<file path="src/lbvs_pkg.sv">
// ----------------------------------------------------------------------------
// lbvs_pkg
// Shared types and constants of the vertex skinning engine.
// ----------------------------------------------------------------------------
package lbvs_pkg;

  localparam int WordsPerBone = 12;
  localparam logic [16:0] OneWeight = 17'd65536;

  typedef enum logic [1:0] {
    OP_MATRIX  = 2'd0,
    OP_PRIMARY = 2'd1,
    OP_ADDITIVE = 2'd2,
    OP_UNUSED  = 2'd3
  } op_e;

  typedef enum logic [1:0] {
    K_WRITE,
    K_PRIMARY,
    K_ADDITIVE
  } kind_e;

  typedef struct packed {
    kind_e                   kind;
    logic [5:0]              bone;
    logic [3:0]              elem;
    logic [2:0][31:0]        pos;
    logic [2:0][15:0]        norm;
    logic [16:0]             weight;
    logic [2:0]              count;
    logic                    surf_end;
  } item_t;

  typedef struct packed {
    logic [15:0]             vertex_index;
    logic [2:0][31:0]        pos;
    logic [2:0][15:0]        norm;
    logic                    last;
  } result_t;

endpackage

</file>
<file path="src/lbvs_front.sv">
// ----------------------------------------------------------------------------
// lbvs_front
// Accepts input items, classifies them, drops those with no effect and
// holds the rest in a two-entry queue for the back end.
// ----------------------------------------------------------------------------
module lbvs_front import lbvs_pkg::*; (
  input  logic        clk_i,
  input  logic        rst_ni,
  input  logic        push,
  output logic        full,
  input  logic [1:0]  operation_i,
  input  logic [5:0]  bone_index_i,
  input  logic [3:0]  element_index_i,
  input  logic [31:0] pos_x_i,
  input  logic [31:0] pos_y_i,
  input  logic [31:0] pos_z_i,
  input  logic [15:0] norm_x_i,
  input  logic [15:0] norm_y_i,
  input  logic [15:0] norm_z_i,
  input  logic [16:0] weight_i,
  input  logic [2:0]  additive_count_i,
  input  logic        surface_end_i,
  output logic        head_valid_o,
  output item_t       head_o,
  input  logic        head_pop_i
);

  item_t       fifo_q [2];
  logic        wr_ptr_q, wr_ptr_d, rd_ptr_q, rd_ptr_d;
  logic [1:0]  cnt_q, cnt_d;
  item_t       item;
  logic        keep, do_push;

  always_comb begin
    item.bone     = bone_index_i;
    item.elem     = element_index_i;
    item.pos      = {pos_z_i, pos_y_i, pos_x_i};
    item.norm     = {norm_z_i, norm_y_i, norm_x_i};
    item.weight   = (weight_i > OneWeight) ? OneWeight : weight_i;
    item.count    = additive_count_i;
    item.surf_end = surface_end_i;
    keep          = 1'b1;
    unique case (op_e'(operation_i))
      OP_MATRIX: begin
        item.kind = K_WRITE;
        keep      = (int'(element_index_i) < WordsPerBone);
      end
      OP_PRIMARY:  item.kind = K_PRIMARY;
      OP_ADDITIVE: item.kind = K_ADDITIVE;
      default: begin
        item.kind = K_WRITE;
        keep      = 1'b0;
      end
    endcase
  end

  assign full         = (cnt_q == 2'd2);
  assign head_valid_o = (cnt_q != 2'd0);
  assign head_o       = fifo_q[rd_ptr_q];
  // drop items with no effect at the door
  assign do_push      = push && !full && keep;

  always_comb begin
    wr_ptr_d = wr_ptr_q;
    rd_ptr_d = rd_ptr_q;
    cnt_d    = cnt_q;
    if (do_push) begin
      wr_ptr_d = ~wr_ptr_q;
      cnt_d    = cnt_d + 2'd1;
    end
    if (head_pop_i && head_valid_o) begin
      rd_ptr_d = ~rd_ptr_q;
      cnt_d    = cnt_d - 2'd1;
    end
  end

  always_ff @(posedge clk_i or negedge rst_ni) begin
    if (!rst_ni) begin
      wr_ptr_q <= 1'b0;
      rd_ptr_q <= 1'b0;
      cnt_q    <= 2'd0;
    end else begin
      wr_ptr_q <= wr_ptr_d;
      rd_ptr_q <= rd_ptr_d;
      cnt_q    <= cnt_d;
    end
  end

  always_ff @(posedge clk_i) begin
    if (do_push) fifo_q[wr_ptr_q] <= item;
  end

endmodule

</file>
<file path="config.mk">
export PLATFORM = sky130hd
export DESIGN_NAME = lbvs_front
export DESIGN_NICKNAME = d
export VERILOG_FILES = /design/src/lbvs_pkg.sv /design/src/lbvs_front.sv
export SDC_FILE = /design/constraint.sdc
export NUM_CORES = 1
export LEC_CHECK = 0
export BUFFER_PORTS_ARGS = -buffer_cell sky130_fd_sc_hd__buf_2
export CAP_MARGIN = 20
export CORE_ASPECT_RATIO = 1.75
export CORE_MARGIN = 2
export CORE_UTILIZATION = 55
export CTS_BUF_LIST = sky130_fd_sc_hd__clkbuf_8
export DETAILED_ROUTE_END_ITERATION = 7
export GPL_TIMING_DRIVEN = 0
export PLACE_DENSITY = 0.79
export REMOVE_ABC_BUFFERS = 1
export SKIP_LAST_GASP = 1
export SLEW_MARGIN = 40
export SYNTH_ARGS = -nofsm -noshare
export SYNTH_HDL_FRONTEND = slang
export SYNTH_SLANG_ARGS = --single-unit
export TNS_END_PERCENT = 50
</file>
<file path="constraint.sdc">
create_clock -name clk_i -period 9.9 [get_ports clk_i]
set_clock_uncertainty 0.1 [all_clocks]
set_input_delay 1.485 -clock clk_i [delete_from_list [all_inputs] [get_ports clk_i]]
set_output_delay 1.485 -clock clk_i [all_outputs]
set_load 0.03 [all_outputs]
</file>
==> impl_metrics.py <==
metrics = {
    "clock_network": {
        "cts_resized": 0,
        "tritoncts": "built",
        "path_clk_slew_ns": 0.06,
        "clock_path_buffers": 3,
        "cts_hold_buf": 0,
        "cts_made_buffers": 49,
        "clock-sinks": 358,
        "insertion_delay_ns": 0.58,
        "htreeDepth": 2,
        "cts_setup_buffers": 0,
        "clockRootBuffer": "clkbuf_8",
    },
    "worst_setup_path": {
        "cp_max_fo": 34,
        "cp.arrival_ns": 2.32,
        "regToRegStartpoint": "cnt_q[0]",
        "worstPathRequired_ns": 8.32,
        "r2r_cells": 9,
        "r2r_slack_ns": 7.31,
        "timing.critical_path.from": "rd_ptr_q",
        "end_kind": "output port",
        "reg2reg_to": "fifo_q[1][39]",
        "crit_type": "reg2out",
        "start_kind": "flip-flop",
    },
    "grt": {
        "grt_max_degree": 35,
        "grt.overflow.total": 0,
        "antenna_found_initial": 11,
        "grt_use_total_pct": 20.5,
        "grt_pass1_vias": 7622,
        "grt_first_pass_wirelength_mm": 39.6,
    },
    "synthesis": {
        "synth_seq_cells": 358,
        "yosysSeqAreaShare_pct": 78.2,
        "netlist_area_mm2": 0.0137,
        "synth_warnings": 0,
        "netlist.area_leader.share_pct": 77.5,
        "syn_inst": 608,
        "ys_top_cells_by_area": "edfxtp_1 (77%), mux2_4 (11%), mux2_2 (6.2%), buf_6 (1.1%), nor2b_1 (0.77%)",
        "syn_avg_cell_area_um2": 22.6,
        "synth_top_cell_by_area": "edfxtp_1",
        "ys_types": 25,
    },
    "detailed_routing": {
        "drt_wl_total_mm": 27.6,
        "drc": 0,
        "vias": 7086,
        "ant_nets": 0,
        "firstDrtPassIters": 4,
        "wire_per_inst_um": 19.9,
        "viasPerCell": 5.12,
        "drtIter0Drc": 377,
    },
    "cells_and_area": {
        "nFillCells": 1609,
        "drive_above_1_share_pct": 59.5,
        "num-nets-final": 1211,
        "final_common_cell": "buf_2",
        "stdcell_area_mm2": 0.0173,
        "areaGrowthSynthToFinish_pct": 26.4,
        "final_cell_mix": "buf_2 (359), edfxtp_1 (354), mux2_4 (100)",
    },
    "die": {
        "core_area_mm2": 0.0245,
        "fp.dieH_um": 213,
        "start_util_pct": 55.9,
        "dieWidth_um": 123,
        "die_area_mm2": 0.0263,
        "io_pins": 360,
        "row_count": 76,
    },
    "placement": {
        "portBuffers": 359,
        "hpwl_mm": 20.1,
        "place_area_mm2": 0.0164,
        "gp_congestion": 0.771,
        "post-place-ws_ns": 6.08,
    },
    "timing": {
        "maxSlewViolCount": 0,
        "setup_tns_ns": 0,
        "hold_viol": 0,
        "hold_slack_ns": 0.476,
        "grt_setup_unrepaired": "no",
        "fin_crit_sh_pct": 39.5,
        "final.min_clock_period_ns": 3.91,
        "fin_ws_ns": 5.99,
        "tightest_slew_ns": 0.424,
        "fmax_mhz": 256,
        "setup_viol": 0,
        "max_slew_margin_pct": 71.6,
    },
    "worst_hold_path": {
        "min_from": "wr_ptr_q",
        "hold-path-cell-count": 1,
        "hold_end": "wr_ptr_q",
        "worstHoldPathType": "reg2reg",
    },
    "power_and_ir_drop": {
        "ir_drop_v": 0.000223,
        "p_leak_nw": 6.80,
        "pwr_density_cell_mw_per_mm2": 275,
    },
    "outcome": {
        "status": "complete, no violations",
    },
    "job": {
        "maxCapViolations": 0,
    },
}
==> cells by family after synthesis <==
kind of cell / Yosys count / synth area share, %
DFF: 358 / 78.2
muxes: 178 / 17.3
buffers and inverters: 29 / 1.61
and+or+nand+nor: 27 / 1.49
AOI/OAI and AO/OA: 6 / 0.574
adders and majority gates: 6 / 0.547
xor gates and xnor gates: 4 / 0.255
==> flip-flops by register name, indices dropped and copies added, names as in the netlist <==
register,cells
cnt_q,2
fifo_q,354
rd_ptr_q,1
wr_ptr_q,1
==> final cells by class <==
| type | count | area (µm²) | area share, % |
|---|---|---|---|
| antenna | 11 | 27.5 | 0.159 |
| clock buffer | 51 | 702 | 4.05 |
| clock inverter | 38 | 234 | 1.35 |
| inverter | 7 | 26.3 | 0.151 |
| multi-input combinational | 221 | 2790 | 16.1 |
| sequential | 358 | 10700 | 61.9 |
| tap | 312 | 390 | 2.25 |
| timing repair buffer | 387 | 2450 | 14.1 |
==> power by group <==
group          total (W)  internal [W]  switching, W  leakage [nW]
clock            0.00107      0.000556      0.000516         0.531
sequential       0.00193       0.00187     0.0000618          3.27
combinational    0.00177      0.000717       0.00105          3.00
total            0.00477       0.00314       0.00163          6.80
==> synth_stat cells <==
library cell  count
o21ai_0           1
nor2_1            4
inv_1             7
xor2_1            1
mux2i_1           1
clkbuf_1          2
nor2b_1          17
o211ai_4          1
a21boi_1          1
xnor2_1           3
dfrtp_1           4
a2bb2oi_1         1
and2_1            1
edfxtp_1        354
a41oi_4           1
nor2b_2           1
ha_1              6
nor4_2            2
buf_6            14
nor4_4            2
mux2_1            2
buf_2             6
mux2_4          100
mux2_2           75
o2bb2ai_1         1
==> metal layers <==
metal / wire length, µm / up-vias / GRT usage [%]
met4: 1460 / 0 / 12.5
met3: 1770 / 87 / 5.58
met2: 15700 / 296 / 38.1
met1: 8700 / 3437 / 19.4
met5: 0 / - / 0
li1: - / 3266 / -
==> per-stage QoR <==
step / utilization [%] / power [W] / cells
3_5_place_dp: 66.8 / 0.00374 / 1285
4_1_cts: 70.6 / 0.00482 / 1374
3_3_place_gp: 64.1 / 0.00397 / 1257
2_1_floorplan: - / 0.00339 / 586
6_report: 70.7 / 0.00477 / 1385
5_1_grt: 70.7 / 0.00497 / 1385
==> worst max-delay path, stage by stage (launching register included) <==
cell and delay [ns]:
dfrtp_4 0.64, buf_12 0.25, buf_12 0.25, mux2_2 0.39, buf_2 0.19
==> worst max-delay path by stage <==
stage | to | slack, ns | depth (start not counted)
4_1_cts | head_o[29] | 5.93 | 4
6_report | head_o[29] | 5.99 | 4
2_1_floorplan | fifo_q[0][0] | -0.33 | 5
3_3_place_gp | fifo_q[0][41] | -4.51 | 6
3_5_place_dp | fifo_q[1][81] | 6.08 | 10
5_1_grt | head_o[29] | 5.88 | 4
Note: power is estimated with default switching activity, not from simulation.
